## src/hdl/swsr_pkg.sv

```systemverilog
// ----------------------------------------------------------------------------
// swsr_pkg
// Shared types and constants for the single-wire sensor reader: transaction
// payloads, the configuration register set and register indexes.
// ----------------------------------------------------------------------------
package swsr_pkg;

    // Configuration port geometry
    localparam int CfgIndexWidth = 3;
    localparam int CfgDataWidth  = 16;

    // Register indexes
    localparam logic [CfgIndexWidth-1:0] REG_PRE_HIGH      = 3'd0;
    localparam logic [CfgIndexWidth-1:0] REG_START_LOW     = 3'd1;
    localparam logic [CfgIndexWidth-1:0] REG_RELEASE_HIGH  = 3'd2;
    localparam logic [CfgIndexWidth-1:0] REG_RESP_SAMPLE   = 3'd3;
    localparam logic [CfgIndexWidth-1:0] REG_RESP_HIGH     = 3'd4;
    localparam logic [CfgIndexWidth-1:0] REG_BIT_SAMPLE    = 3'd5;
    localparam logic [CfgIndexWidth-1:0] REG_BYTE_COUNT    = 3'd6;

    // Register reset values
    localparam logic [15:0] RST_PRE_HIGH     = 16'd1000;
    localparam logic [15:0] RST_START_LOW    = 16'd18000;
    localparam logic [7:0]  RST_RELEASE_HIGH = 8'd20;
    localparam logic [7:0]  RST_RESP_SAMPLE  = 8'd50;
    localparam logic [7:0]  RST_RESP_HIGH    = 8'd80;
    localparam logic [7:0]  RST_BIT_SAMPLE   = 8'd50;
    localparam logic [3:0]  RST_BYTE_COUNT   = 4'd5;

    // Input opcodes
    localparam logic OP_TICK  = 1'b0;
    localparam logic OP_START = 1'b1;

    typedef struct packed {
        logic opcode;
        logic line_level;
    } in_t;

    typedef struct packed {
        logic       drive_enable;
        logic       drive_level;
        logic       byte_ready;
        logic [7:0] data_byte;
        logic       last_byte;
        logic       response_ok;
        logic       busy_res;
    } out_t;

    typedef struct packed {
        logic [15:0] pre_high_ticks;
        logic [15:0] start_low_ticks;
        logic [7:0]  release_high_ticks;
        logic [7:0]  response_sample_ticks;
        logic [7:0]  response_high_ticks;
        logic [7:0]  bit_sample_ticks;
        logic [3:0]  byte_count;
    } cfg_t;

endpackage

```

## src/hdl/swsr_cfg.sv

```systemverilog
// ----------------------------------------------------------------------------
// swsr_cfg
// Configuration register file: holds the timing and byte count settings,
// written through a plain write port. Writes to unused indexes are dropped.
// ----------------------------------------------------------------------------
module swsr_cfg
(
    input  logic                                   clk,
    input  logic                                   rst_n,
    input  logic                                   cfg_write,
    input  logic [swsr_pkg::CfgIndexWidth-1:0]     cfg_index,
    input  logic [swsr_pkg::CfgDataWidth-1:0]      cfg_data,
    output swsr_pkg::cfg_t                         cfg
);

    swsr_pkg::cfg_t cfg_reg;
    swsr_pkg::cfg_t cfg_next;

    // Decode the write into the register set
    always_comb
    begin
        cfg_next = cfg_reg;
        if (cfg_write)
        begin
            case (cfg_index)
                swsr_pkg::REG_PRE_HIGH:     cfg_next.pre_high_ticks        = cfg_data;
                swsr_pkg::REG_START_LOW:    cfg_next.start_low_ticks       = cfg_data;
                swsr_pkg::REG_RELEASE_HIGH: cfg_next.release_high_ticks    = cfg_data[7:0];
                swsr_pkg::REG_RESP_SAMPLE:  cfg_next.response_sample_ticks = cfg_data[7:0];
                swsr_pkg::REG_RESP_HIGH:    cfg_next.response_high_ticks   = cfg_data[7:0];
                swsr_pkg::REG_BIT_SAMPLE:   cfg_next.bit_sample_ticks      = cfg_data[7:0];
                swsr_pkg::REG_BYTE_COUNT:   cfg_next.byte_count            = cfg_data[3:0];
                default:                    cfg_next = cfg_reg;
            endcase
        end
    end

    // Hold the registers
    always_ff @(posedge clk or negedge rst_n)
    begin
        if (!rst_n)
        begin
            cfg_reg.pre_high_ticks        <= swsr_pkg::RST_PRE_HIGH;
            cfg_reg.start_low_ticks       <= swsr_pkg::RST_START_LOW;
            cfg_reg.release_high_ticks    <= swsr_pkg::RST_RELEASE_HIGH;
            cfg_reg.response_sample_ticks <= swsr_pkg::RST_RESP_SAMPLE;
            cfg_reg.response_high_ticks   <= swsr_pkg::RST_RESP_HIGH;
            cfg_reg.bit_sample_ticks      <= swsr_pkg::RST_BIT_SAMPLE;
            cfg_reg.byte_count            <= swsr_pkg::RST_BYTE_COUNT;
        end
        else
        begin
            cfg_reg <= cfg_next;
        end
    end

    assign cfg = cfg_reg;

endmodule

```

## src/hdl/swsr_fsm.sv

```systemverilog
// ----------------------------------------------------------------------------
// swsr_fsm
// Protocol sequencer: one step per accepted transaction. Drives the start
// pulse, checks the sensor response and shifts in the data bits, producing
// one result per step.
// ----------------------------------------------------------------------------
module swsr_fsm
(
    input  logic            clk,
    input  logic            rst_n,
    input  logic            accept,
    input  swsr_pkg::in_t   item,
    input  swsr_pkg::cfg_t  cfg,
    output swsr_pkg::out_t  result
);

    localparam logic [3:0] PH_IDLE      = 4'd0;
    localparam logic [3:0] PH_PRE_HIGH  = 4'd1;
    localparam logic [3:0] PH_START_LOW = 4'd2;
    localparam logic [3:0] PH_REL_HIGH  = 4'd3;
    localparam logic [3:0] PH_RESP_WAIT = 4'd4;
    localparam logic [3:0] PH_RESP_HIGH = 4'd5;
    localparam logic [3:0] PH_RESP_LOW  = 4'd6;
    localparam logic [3:0] PH_BIT_HIGH  = 4'd7;
    localparam logic [3:0] PH_BIT_DELAY = 4'd8;
    localparam logic [3:0] PH_BIT_LOW   = 4'd9;
    localparam logic [3:0] PH_FINAL_LOW = 4'd10;

    logic [3:0]  phase_reg,    phase_next;
    logic [15:0] tick_reg,     tick_next;
    logic [2:0]  bit_idx_reg,  bit_idx_next;
    logic [7:0]  shift_reg,    shift_next;
    logic [2:0]  byte_idx_reg, byte_idx_next;
    logic        resp_reg,     resp_next;

    logic [15:0] duration;
    logic [16:0] tick_inc;
    logic        timer_done;
    logic [3:0]  eff_bytes;
    logic        final_byte;
    logic [7:0]  shifted;
    logic        line;

    assign line = item.line_level;

    // Select the duration of the current timed phase
    always_comb
    begin
        case (phase_reg)
            PH_PRE_HIGH:  duration = cfg.pre_high_ticks;
            PH_START_LOW: duration = cfg.start_low_ticks;
            PH_REL_HIGH:  duration = {8'd0, cfg.release_high_ticks};
            PH_RESP_WAIT: duration = {8'd0, cfg.response_sample_ticks};
            PH_RESP_HIGH: duration = {8'd0, cfg.response_high_ticks};
            PH_BIT_DELAY: duration = {8'd0, cfg.bit_sample_ticks};
            default:      duration = 16'd0;
        endcase
    end

    // Advance the phase timer; a zero duration still takes one tick
    assign tick_inc   = {1'b0, tick_reg} + 17'd1;
    assign timer_done = (tick_inc >= {1'b0, duration});

    // Clamp the byte count to one..eight
    always_comb
    begin
        if (cfg.byte_count == 4'd0)
        begin
            eff_bytes = 4'd1;
        end
        else if (cfg.byte_count > 4'd8)
        begin
            eff_bytes = 4'd8;
        end
        else
        begin
            eff_bytes = cfg.byte_count;
        end
    end

    assign shifted    = {shift_reg[6:0], line};
    assign final_byte = (bit_idx_reg == 3'd7)
                        && (({1'b0, byte_idx_reg} + 4'd1) >= eff_bytes);

    // Work out the next state and this step's result
    always_comb
    begin
        phase_next    = phase_reg;
        tick_next     = tick_reg;
        bit_idx_next  = bit_idx_reg;
        shift_next    = shift_reg;
        byte_idx_next = byte_idx_reg;
        resp_next     = resp_reg;
        result        = '0;

        if (item.opcode == swsr_pkg::OP_START)
        begin
            phase_next    = PH_PRE_HIGH;
            tick_next     = 16'd0;
            bit_idx_next  = 3'd0;
            shift_next    = 8'd0;
            byte_idx_next = 3'd0;
            resp_next     = 1'b0;
        end
        else
        begin
            case (phase_reg)
                PH_IDLE:
                begin
                    phase_next = PH_IDLE;
                end
                PH_PRE_HIGH, PH_START_LOW, PH_REL_HIGH:
                begin
                    tick_next = timer_done ? 16'd0 : tick_inc[15:0];
                    if (timer_done)
                    begin
                        phase_next = phase_reg + 4'd1;
                    end
                end
                PH_RESP_WAIT:
                begin
                    tick_next = timer_done ? 16'd0 : tick_inc[15:0];
                    if (timer_done)
                    begin
                        if (!line)
                        begin
                            phase_next = PH_RESP_HIGH;
                        end
                        else
                        begin
                            resp_next  = 1'b0;
                            phase_next = PH_RESP_LOW;
                        end
                    end
                end
                PH_RESP_HIGH:
                begin
                    tick_next = timer_done ? 16'd0 : tick_inc[15:0];
                    if (timer_done)
                    begin
                        resp_next  = line;
                        phase_next = line ? PH_RESP_LOW : PH_BIT_HIGH;
                    end
                end
                PH_RESP_LOW, PH_BIT_LOW:
                begin
                    if (!line)
                    begin
                        phase_next = PH_BIT_HIGH;
                    end
                end
                PH_BIT_HIGH:
                begin
                    if (line)
                    begin
                        tick_next  = 16'd0;
                        phase_next = PH_BIT_DELAY;
                    end
                end
                PH_BIT_DELAY:
                begin
                    tick_next = timer_done ? 16'd0 : tick_inc[15:0];
                    if (timer_done)
                    begin
                        shift_next = shifted;
                        if (bit_idx_reg == 3'd7)
                        begin
                            result.byte_ready = 1'b1;
                            result.data_byte  = shifted;
                            result.last_byte  = final_byte;
                            bit_idx_next      = 3'd0;
                            byte_idx_next     = byte_idx_reg + 3'd1;
                        end
                        else
                        begin
                            bit_idx_next = bit_idx_reg + 3'd1;
                        end
                        if (line)
                        begin
                            phase_next = final_byte ? PH_FINAL_LOW : PH_BIT_LOW;
                        end
                        else
                        begin
                            phase_next = final_byte ? PH_IDLE : PH_BIT_HIGH;
                        end
                    end
                end
                PH_FINAL_LOW:
                begin
                    if (!line)
                    begin
                        phase_next = PH_IDLE;
                    end
                end
                default:
                begin
                    phase_next = PH_IDLE;
                end
            endcase
        end

        // Line drive follows the phase after the step
        case (phase_next)
            PH_PRE_HIGH:
            begin
                result.drive_enable = 1'b1;
                result.drive_level  = 1'b1;
            end
            PH_START_LOW:
            begin
                result.drive_enable = 1'b1;
                result.drive_level  = 1'b0;
            end
            PH_REL_HIGH:
            begin
                result.drive_enable = 1'b1;
                result.drive_level  = 1'b1;
            end
            default:
            begin
                result.drive_enable = 1'b0;
                result.drive_level  = 1'b0;
            end
        endcase

        result.response_ok = resp_next;
        result.busy_res    = (phase_next != PH_IDLE);
    end

    // Update the sequencer state on each accepted transaction
    always_ff @(posedge clk or negedge rst_n)
    begin
        if (!rst_n)
        begin
            phase_reg    <= PH_IDLE;
            tick_reg     <= 16'd0;
            bit_idx_reg  <= 3'd0;
            shift_reg    <= 8'd0;
            byte_idx_reg <= 3'd0;
            resp_reg     <= 1'b0;
        end
        else if (accept)
        begin
            phase_reg    <= phase_next;
            tick_reg     <= tick_next;
            bit_idx_reg  <= bit_idx_next;
            shift_reg    <= shift_next;
            byte_idx_reg <= byte_idx_next;
            resp_reg     <= resp_next;
        end
    end

endmodule

```

## src/hdl/swsr_obuf.sv

```systemverilog
// ----------------------------------------------------------------------------
// swsr_obuf
// Result output register with a skid stage, so a new transaction is taken
// while the previous result still waits downstream.
// ----------------------------------------------------------------------------
module swsr_obuf
(
    input  logic            clk,
    input  logic            rst_n,
    input  logic            push,
    input  swsr_pkg::out_t  push_item,
    output logic            full,
    output logic            out_valid,
    input  logic            out_stall,
    output swsr_pkg::out_t  out_item
);

    logic           main_valid_reg;
    swsr_pkg::out_t main_item_reg;
    logic           skid_valid_reg;
    swsr_pkg::out_t skid_item_reg;
    logic           pop;

    assign pop = main_valid_reg && !out_stall;

    // Control: main stage and skid occupancy
    always_ff @(posedge clk or negedge rst_n)
    begin
        if (!rst_n)
        begin
            main_valid_reg <= 1'b0;
            skid_valid_reg <= 1'b0;
        end
        else if (pop)
        begin
            if (skid_valid_reg)
            begin
                skid_valid_reg <= 1'b0;
            end
            else
            begin
                main_valid_reg <= push;
            end
        end
        else if (push)
        begin
            if (!main_valid_reg)
            begin
                main_valid_reg <= 1'b1;
            end
            else
            begin
                skid_valid_reg <= 1'b1;
            end
        end
    end

    // Payload: refill main from skid or from the new result
    always_ff @(posedge clk)
    begin
        if (pop)
        begin
            if (skid_valid_reg)
            begin
                main_item_reg <= skid_item_reg;
            end
            else if (push)
            begin
                main_item_reg <= push_item;
            end
        end
        else if (push)
        begin
            if (!main_valid_reg)
            begin
                main_item_reg <= push_item;
            end
            else
            begin
                skid_item_reg <= push_item;
            end
        end
    end

    assign full      = skid_valid_reg;
    assign out_valid = main_valid_reg;
    assign out_item  = main_item_reg;

endmodule

```

## src/hdl/single_wire_sensor_reader_core.sv

```systemverilog
// Output: each result is registered in the result buffer before it leaves the core.
// Throughput: one transaction per cycle while the skid stage is free; the sequencer step is a single
// register-to-register pass over the phase state and its tick counter.
// A two-entry result buffer; input stalls only while both entries hold results.
// Reset: asynchronous, active low; phase idle, counters cleared, registers
// at their defaults, result buffer empty.
// ----------------------------------------------------------------------------
// single_wire_sensor_reader_core
// Single-wire humidity sensor reader: start pulse generation, response check
// and byte reception, stepped by one-microsecond tick transactions.
// ----------------------------------------------------------------------------
module single_wire_sensor_reader_core
(
    input  logic                                clk,
    input  logic                                rst_n,
    input  logic                                in_valid,
    output logic                                in_stall,
    input  swsr_pkg::in_t                       in_item,
    output logic                                out_valid,
    input  logic                                out_stall,
    output swsr_pkg::out_t                      out_item,
    input  logic                                cfg_write,
    input  logic [swsr_pkg::CfgIndexWidth-1:0]  cfg_index,
    input  logic [swsr_pkg::CfgDataWidth-1:0]   cfg_data
);

    swsr_pkg::cfg_t cfg;
    swsr_pkg::out_t result;
    logic           accept;
    logic           buf_full;

    // Accept while the skid stage is free
    assign in_stall = buf_full;
    assign accept   = in_valid && !buf_full;

    swsr_cfg u_cfg
    (
        .clk       (clk),
        .rst_n     (rst_n),
        .cfg_write (cfg_write),
        .cfg_index (cfg_index),
        .cfg_data  (cfg_data),
        .cfg       (cfg)
    );

    swsr_fsm u_fsm
    (
        .clk    (clk),
        .rst_n  (rst_n),
        .accept (accept),
        .item   (in_item),
        .cfg    (cfg),
        .result (result)
    );

    swsr_obuf u_obuf
    (
        .clk       (clk),
        .rst_n     (rst_n),
        .push      (accept),
        .push_item (result),
        .full      (buf_full),
        .out_valid (out_valid),
        .out_stall (out_stall),
        .out_item  (out_item)
    );

endmodule
```

## config.mk

```make
export PLATFORM = sky130hd
export DESIGN_NAME = single_wire_sensor_reader_core
export DESIGN_NICKNAME = d
export VERILOG_FILES = /design/src/hdl/swsr_pkg.sv /design/src/hdl/swsr_cfg.sv /design/src/hdl/swsr_fsm.sv /design/src/hdl/swsr_obuf.sv /design/src/hdl/single_wire_sensor_reader_core.sv
export SDC_FILE = /design/constraint.sdc
export NUM_CORES = 1
export LEC_CHECK = 0
export BUFFER_PORTS_ARGS = -buffer_cell sky130_fd_sc_hd__buf_2
export CAP_MARGIN = 40
export CORE_ASPECT_RATIO = 0.7
export CORE_MARGIN = 2
export CORE_UTILIZATION = 55
export CTS_BUF_LIST = sky130_fd_sc_hd__clkbuf_8
export CTS_CLUSTER_SIZE = 16
export DETAILED_ROUTE_END_ITERATION = 8
export PLACE_DENSITY = 0.82
export SLEW_MARGIN = 20
export SYNTH_ARGS = -nofsm -noshare
export SYNTH_HDL_FRONTEND = slang
export SYNTH_HIERARCHICAL = 1
export SYNTH_SLANG_ARGS = --single-unit
```

## constraint.sdc

```tcl
create_clock -name clk -period 5.2 [get_ports clk]
set_clock_uncertainty 0.2 [all_clocks]
set_input_delay 0 -clock clk [delete_from_list [all_inputs] [get_ports clk]]
set_output_delay 0 -clock clk [all_outputs]
set_load 0.05 [all_outputs]
```

==> impl_results.md, run 1 <==
* Largest net degree at the start of global routing at 54
* Worst slew pin tran at between 0.8 and 0.9 ns
* Htree depth at 4
* Avg Inst Size Synth at between 10 and 15 um2
* Vias in the first global route at 5004
* Critical Path Fanout Max at 17
* Residual DRC at 0
* Number of antenna violations at the first check in global routing at 0
* Vias at a little under 5k
* Final hold violations at 0
* GP Congestion at around 0.90
* Worst-Skew Late Latency at between 0.4 and 0.5 ns
* DP Wirelength at approximately 10000 um
* CTS-repair resized insts at 0
* Largest cells by area after synthesis: dfrtp_1, mux2_2, edfxtp_1
* Worst hold path type: in -> reg
* CP arrival at 4.83 ns
* Global-route wire length before repair at about 25000 um
* Sequential cell area at 3470 um2
* Grt total ovfl at 0
* Crit path max-delay cell type: o41ai_4
* Layout cells sized above 1 at 0.313
* Crit-path cells: inv_1 > ha_1 > and2_1 > a22oi_1 > nand2_1 > a221oi_1 > ha_1 > nand4_1 > nor3_1 > o41ai_4 > a21oi_1 > a311oi_2 > a211oi_1 > mux2_2
* Netlist cell types at 63
* Top-area cell type share of the netlist area at 0.290
* Post CTS Setup Buffer Count at 0
* Setup TNS at 0 ns
* Inserted Clock Buffers at 17
* Sink Count at around 130
* Die Y at slightly below 100 um
* Post-synth top area cell: dfrtp_1
* Buf+Inv Stages, Crit Path at 1
* Top FF cell, synth: dfrtp_1
* Worst reg2reg path startpoint: u_fsm/phase_reg[1]
* Max-slew violation count at 0
* Fill count at approximately 950
* RSZ-0062 raised after global routing: false
* Total Die Area at 13600 um2
* All-Layer GR Usage at 0.235
* Peak Freq at just over 0.2 GHz
* PwrDens at around 400 nW/um2
* Fin Hold WS at between 0.1 and 0.15 ns
* Synth Instances at slightly below 600
* ANT nets after route at 0
* Worst-path clk slew at roughly 0.080 ns
* Sequential share of power at 0.448
* Initial DRC count at around 460
* Type of the worst setup path: reg -> reg
* Syn nets at about 630
* Final setup viols at 0
* # rows at 34
* Min setup slack post-route at 0.348 ns
* Slew headroom at 0.436
* Area growth from synthesis to layout at 14.7%
* Int Pwr at ~2.2 mW
* Most frequent CP cell: ha_1
* Max reg flops at 68
* Clk root buf: clkbuf_8
* Asr flop ratio synth at 0.788
* EDFF count, synth at 28
* Longest Clk Path Bufs at 2
* Seq/Total Area, Yosys at 0.498
* Delay-heaviest family, CP: compound AO/OA/AOI/OAI gates
* Startpoint Class: flip-flop
* Area occupied by multi-input gates at between 3000 and 4000 um2
* Vias/cell at 5.96
* CTS tree: yes
* Worst Setup SP: u_fsm/phase_reg[1]
* Period utilisation layout at 0.933
* P_leak at around 3.5 nW
* Pre-CTS setup slack at ~0.53 ns
* ANT cells at 0
* Clock Power Share at 0.278
* Required @ worst endpoint at a little over 5 ns
* Pre-antenna DRT Iters at 5
* Max VDD drop at approximately 320 uV
* Top-count cell post-synth: mux2_2
* Cell Area, Synth at about 7000 um2
* Port Buffers at 41
* Post-route minimum period at between 4 and 5 ns
* Gate power share at 0.275
* Most instantiated cells after synthesis: mux2_2, dfrtp_1, nand2_1, ha_1
* Synthesized flop and latch total at between 100 and 150
* # IOs at 42
* WL/cell at ~19 um
* Post-detailed-routing wire length at ~15000 um
* Crit-path max cell delay at 0.56 ns
* Starting Density at 0.562
* Core Region at 12400 um2
* Crit. End Element: flip-flop
* Max Cap Violations at 0
* Synth warn at 6
* Die width at about 140 um
* Psw at roughly 1.1 mW
* Post-layout util at 0.644
* # nets final at about 700
* Status: complete, no violations
* Sw Ratio at 0.333
* Hold Path Origin: cfg_data[11]
## metrics by stage
stage          cells  area, um2  power [mW]
6_report         820       8000        3.23
3_5_place_dp     757       7270        2.32
5_1_grt          820       8000        3.39
3_3_place_gp     756       7260        2.26
4_1_cts          820       8000        3.24
2_1_floorplan    577       6980        2.09
## timing repair
item / CTS / global route
hold buffers: 31 / 0
setup endpoints to repair: 0 / 0
endpoints found under the hold margin: 155 / 0
## kinds of logic (layout without fill, tap and decap cells)
family	after synthesis	after routing	synth area share
buffers and inverters	45	126	0.0325
AND/OR/NAND/NOR	144	144	0.118
multiplexers	95	95	0.159
XOR/XNOR	15	15	0.0188
adder cells (fa/ha/maj)	30	30	0.0538
flip-flops	132	132	0.498
AO/OA/AOI/OAI	116	116	0.121
## placed cells by master, fill, tap and decap left out, types with 23 or more instances in the layout
| cell | n |
|---|---|
| a21oi_1 | 27 |
| a22oi_1 | 26 |
| buf_2 | 40 |
| dfrtp_1 | 81 |
| dfstp_2 | 23 |
| dlygate4sd3_1 | 30 |
| edfxtp_1 | 28 |
| ha_1 | 30 |
| mux2_2 | 82 |
| nand2_1 | 38 |
## area by class of cell
cell class	instances	area share
multi-input cells	400	0.410
well taps	162	0.0253
clock inverters	15	0.0224
clock buffers	17	0.0292
repair buffers	78	0.0716
inverters	16	0.00750
flip-flops and latches	132	0.434
## power by group through the flow
stage               combinational (mW)  clock [mW]  sequential [mW]
floorplan                        0.518           0             1.57
global placement                 0.807           0             1.45
detailed placement               0.850           0             1.47
CTS                              0.881       0.915             1.45
global route                     0.961       0.958             1.47
finish                           0.888       0.898             1.45
## final timing paths
path	to	slack (ns)	cells past startpoint
setup / recovery	u_obuf/out_item[13]	0.35	14
hold / removal	u_cfg/cfg[63]	0.13	3
setup reg to reg	u_obuf/out_item[13]	0.35	14
hold reg to reg	u_cfg/cfg[41]	0.30	1
max in group asynchronous	u_fsm/phase_reg[0]	3.60	4
min in group asynchronous	u_cfg/cfg[50]	0.50	3
## routing by layer
metal	wire length, um	share of wire	track usage	vias up
li1	-	-	-	2254
met1	7230	0.47	0.321	2464
met2	7150	0.46	0.374	151
met3	865	0.056	0.0574	19
met4	162	0.011	0.0793	0
met5	0	0	0	-
## worst min-delay path: stages
cell           delay (ns)
dlygate4sd3_1        0.51
buf_2                0.10
mux2_2               0.13
(Power assumes the default switching activity.)
==> inputs of run 2 (changes only) <==
SYNTH_HIERARCHICAL = default   (was 1)
==> run 2 against run 1 <==
Net effect: setup slack improved by 0.15 ns; first-iteration DRC count fell by 7.4%; die area fell by 1.2%; combinational power rose by 33%; largest cell class unchanged; largest power group unchanged.
==> impl_results.md, run 2 <==
* Longest Clk Path Bufs at 2
* Setup slack, reg-to-reg at ~0.5 ns
* Vias/cell at 6.21
* Synth Instances at about 550
* # rows at 34
* Number of antenna violations at the first check in global routing at 0
* Avg Inst Size Synth at 12.5 um2
* PwrDens at about 430 nW/um2
* EDFF count, synth at 28
* Startpoint Class: flip-flop
* Required @ worst endpoint at between 5 and 6 ns
* # IOs at 42
* Htree depth at 4
* Core Region at ~12000 um2
* Asr flop ratio synth at 0.788
* Clk root buf: clkbuf_8
* Largest net degree at the start of global routing at 44
* ANT nets after route at 0
* Worst-Skew Late Latency at roughly 0.44 ns
* Top-count cell post-synth: dfrtp_1
* Critical Path Fanout Max at 13
* Netlist cell types at just under 70
* GP Congestion at roughly 0.89
* CP arrival at 4.81 ns
* Syn nets at roughly 610
* Residual DRC at 0
* Die Y at 97.7 um
* Vias in the first global route at around 5k
* Port Buffers at 41
* WL/cell at 19.8 um
* Status: complete, no violations
* Final hold violations at 0
* Area growth from synthesis to layout at 17.6%
* Final setup viols at 0
* Most instantiated cells after synthesis: dfrtp_1, mux2_2, nand2_1, ha_1, edfxtp_1
* Cell Area, Synth at ~7000 um2
* Starting Density at 0.559
* Most common cell after layout, fill and taps aside: dfrtp_1
* Fin Hold WS at 0.142 ns
* Pre-antenna DRT Iters at 7
* Most frequent cells in the layout: dfrtp_1, mux2_2, buf_2, nand2_1, ha_1
* All-Layer GR Usage at 0.258
* CTS-repair resized insts at 0
* Post-detailed-routing wire length at approximately 16000 um
* Post-route minimum period at 4.70 ns
* Fill count at just over 900
* Synthesized flop and latch total at ~130
* Type of the worst setup path: reg -> reg
* Worst-path clk slew at around 0.09 ns
* Post-synth top area cell: dfrtp_1
* ANT cells at 0
* RSZ-0062 raised after global routing: false
* Peak Freq at 0.213 GHz
* Max-slew violation count at 0
* Largest cells by area after synthesis: dfrtp_1, edfxtp_1, mux2_2
* Slew headroom at 0.459
* Worst hold path type: in -> reg
* Period utilisation layout at 0.904
* Seq/Total Area, Yosys at 0.504
* Max Cap Violations at 0
* CTS tree: yes
* Inserted Clock Buffers at 17
* Top-area cell type share of the netlist area at 0.294
* Setup TNS at 0 ns
* Crit. End Element: flip-flop
* DP Wirelength at 11100 um
* Total Die Area at between 10000 and 15000 um2
* Grt total ovfl at 0
* Synth warn at 0
* Max reg flops at between 60 and 70
* Layout cells sized above 1 at 0.360
* Vias at 5053
* P_leak at 3.51 nW
* Sink Count at about 130
* # nets final at 695
* Max VDD drop at 403 uV
* Die width at ~140 um
* Top FF cell, synth: dfrtp_1
* Global-route wire length before repair at around 27000 um
* Worst slew pin tran at 0.809 ns
* Initial DRC count at 425
[run 2: worst paths after layout]
kind                       cells after the start                  from                   end
setup / recovery                              14    u_fsm.phase_reg[3]    u_obuf.out_item[4]
hold / removal                                 3          cfg_data[11]         u_cfg.cfg[63]
setup reg to reg                              14    u_fsm.phase_reg[3]    u_obuf.out_item[4]
hold reg to reg                                1  u_fsm.bit_idx_reg[1]  u_fsm.bit_idx_reg[1]
max in group asynchronous                      5                 rst_n         u_cfg.cfg[45]
min in group asynchronous                      4                 rst_n    u_fsm.phase_reg[0]
[run 2: metal layers]
layer | track usage | routed length, um | part of all wire
met4 | 0.0808 | 277 | 0.017
met2 | 0.381 | 7370 | 0.46
met3 | 0.0579 | 879 | 0.055
met5 | 0 | 0 | 0
met1 | 0.379 | 7590 | 0.47
[run 2: cell families after synthesis]
group / count (synthesis) / share of synthesized area
XOR/XNOR: 15 / 0.0191
AO/OA/AOI/OAI: 126 / 0.154
multiplexers: 81 / 0.135
adder cells (fa/ha/maj): 30 / 0.0544
AND/OR/NAND/NOR: 138 / 0.115
flip-flops: 132 / 0.504
buffers and inverters: 31 / 0.0185
[run 2: final cells by class]
class / count / area (um2) / share of cell area
Sequential cell: 132 / 3470 / 0.428
Multi-Input combinational cell: 390 / 3320 / 0.410
Timing Repair Buffer: 89 / 663 / 0.0818
Clock buffer: 17 / 234 / 0.0288
Tap cell: 162 / 203 / 0.0250
Clock inverter: 15 / 180 / 0.0222
Inverter: 9 / 33.8 / 0.00417
[run 2: what timing repair did]
| item | 4_1_cts | 5_1_grt |
|---|---|---|
| hold buffers | 29 | 0 |
| hold endpoints to repair | 147 | 0 |
| buffers inserted | 0 | 0 |
[run 2: through the flow]
stage,cell area [um2],setup WS [ns],power (mW),cells,util
after global routing,8110,0.137,3.70,814,0.657
after floorplan,6890,0.988,2.23,553,-
after detailed placement,7390,0.564,2.58,752,0.599
after CTS,8100,0.549,3.52,813,0.657
after global placement,7360,0.665,2.52,750,0.597
final,8110,0.499,3.52,814,0.657
[run 2: report_power, final]
group          internal (mW)  switching, mW  leakage [nW]
clock                  0.478          0.431         0.208
sequential              1.31          0.120          1.55
combinational          0.439          0.739          1.75
total                   2.23           1.29          3.51
[run 2: worst max-delay path: stages (launching register included)]
cell	delay [ns]
dfrtp_1	0.60
nor2b_1	0.42
and2_1	0.55
a22oi_1	0.16
nand2_1	0.13
a221oi_1	0.06
ha_1	0.34
nand4_1	0.16
nor4_1	0.28
a221o_1	0.27
nor3_4	0.06
buf_4	0.17
a2111oi_4	0.72
and2_2	0.28
mux2_2	0.16
==> inputs of run 3 (changes only) <==
clock period = 5.4 ns   (was 5.2 ns; I/O delays follow)
==> run 3 against run 2 <==
Net effect: flip-flop and latch count stayed put; total power is 7.3% lower; combinational power is 6% lower; largest cell class unchanged; highest routed layer unchanged.
==> impl_results.md, run 3 (same netlist as run 2, synthesis figures left out) <==
* Fin cells at a little over 800
* Area growth from synthesis to layout at 16.2%
* Crit path max-delay cell type: a2111oi_4
* Period utilisation layout at 0.875
* Max Cap Violations at 0
* Startpoint Class: flip-flop
* CTS-repair resized insts at 0
* Crit-path max cell delay at just under 0.8 ns
* Worst hold path type: in -> async
* Residual DRC at 0
* Largest net degree at the start of global routing at just under 50
* Layout cells sized above 1 at 0.355
* Htree depth at 4
* Die Y at approximately 98 um
* ANT cells at 0
* # IOs at 42
* WL/cell at just under 20 um
* Most common cell after layout, fill and taps aside: dfrtp_1
* Pre-antenna DRT Iters at 5
* PwrDens at 407 nW/um2
* Post-DP Area at between 7000 and 8000 um2
* Clk root buf: clkbuf_8
* # nets final at between 600 and 700
* All-Layer GR Usage at 0.254
* Vias at around 5k
* Max reg flops at 68
* Max-slew violation count at 0
* Total Die Area at between 10000 and 15000 um2
* P_leak at approximately 3.5 nW
* Initial DRC count at slightly above 500
* Die width at about 140 um
* Global-route wire length before repair at around 26000 um
* Post-route design area at between 8000 and 9000 um2
* RSZ-0062 raised after global routing: false
* Vias in the first global route at between 5k and 6k
* Core Region at between 10000 and 15000 um2
* Inst Count DP at roughly 750
* Grt total ovfl at 0
* Final hold violations at 0
* Post-detailed-routing wire length at between 15000 and 20000 um
* Final setup viols at 0
* Vias/cell at 6.17
* Worst slew pin tran at between 0.8 and 0.9 ns
* Inserted Clock Buffers at 17
* Status: complete, no violations
* GP Congestion at 0.911
* Worst reg2reg path startpoint: u_fsm.phase_reg[3]
* Critical Path Fanout Max at 13
* Port Buffers at around 40
* ANT nets after route at 0
* Peak Freq at between 0.2 and 0.25 GHz
* Worst Setup SP: u_fsm.phase_reg[3]
* Worst-Skew Late Latency at between 0.4 and 0.5 ns
* Post CTS Setup Buffer Count at 0
* Crit-path cells: nor2b_1 > and2_1 > a22oi_1 > nand2_1 > a221oi_1 > ha_1 > nand4_1 > nor4_1 > a221o_1 > nor3_4 > buf_4 > a2111oi_4 > and2_2 > mux2_2
* Slew headroom at 0.466
* Most frequent cells in the layout: dfrtp_1, mux2_2, buf_2, nand2_1, ha_1
* CP arrival at 4.85 ns
* Setup TNS at 0 ns
* Post-route minimum period at between 4 and 5 ns
* CTS tree: yes
* Delay-heaviest family, CP: simple AND/OR/NAND/NOR gates
* Longest Clk Path Bufs at 2
* Type of the worst setup path: reg -> reg
* Crit. End Element: flip-flop
* DP Wirelength at between 10000 and 15000 um
* Sink Count at between 100 and 150
* Starting Density at 0.559
* # rows at 34
* CTS Hold Bufs at 28
* Max VDD drop at just over 400 uV
* Number of antenna violations at the first check in global routing at 0
* Buf+Inv Stages, Crit Path at 1
* Worst-path clk slew at around 0.080 ns
* Required @ worst endpoint at around 5.5 ns
## run 3: path summary, 6_finish.rpt
| path | to | slack, ns | cells after the start |
|---|---|---|---|
| max in group asynchronous | u_cfg.cfg[54] | 4.22 | 3 |
| setup / recovery | u_obuf.out_item[2] | 0.67 | 14 |
| setup reg to reg | u_obuf.out_item[2] | 0.67 | 14 |
| min in group clk | u_cfg.cfg[62] | 0.13 | 3 |
| hold reg to reg | u_fsm.bit_idx_reg[1] | 0.31 | 1 |
| hold / removal | u_cfg.cfg[21] | 0.09 | 2 |
## run 3: stage by stage
step	setup WS, ns	hold slack, ns	power, mW	util
after floorplan	1.19	-0.496	2.15	-
after global placement	0.925	-0.116	2.42	0.595
after detailed placement	0.778	-0.0961	2.46	0.596
after CTS	0.735	0.0747	3.26	0.649
after global routing	0.422	0.0978	3.44	0.650
final	0.674	0.0908	3.26	0.650
## run 3: area by class of cell
class                           instances  area [um2]
Multi-Input combinational cell        390        3320
Clock inverter                         15         134
Sequential cell                       132        3470
Clock buffer                           17         234
Tap cell                              162         203
Fill cell                             924        4320
Inverter                                9        33.8
Timing Repair Buffer                   85         618
## run 3: where the power goes
group / total, mW / switching, mW / internal [mW] / leakage, nW
clock network: 0.779 / 0.413 / 0.366 / 0.182
logic: 1.11 / 0.700 / 0.410 / 1.73
registers: 1.37 / 0.110 / 1.26 / 1.55
total: 3.26 / 1.22 / 2.04 / 3.46
## run 3: worst register-to-register path: cells and delay by family, from the launching register on
family	cells	cell delay [ns]
DFF	1	0.60
AOI/OAI and AO/OA	4	1.23
muxes	1	0.15
buffers and inverters	1	0.18
adders and majority gates	1	0.34
and+or+nand+nor	7	1.90
## run 3: routing by layer
layer	GRT usage	wire [um]
met3	0.0610	1060
met1	0.371	7340
met5	0	0
met2	0.374	7190
met4	0.0808	213
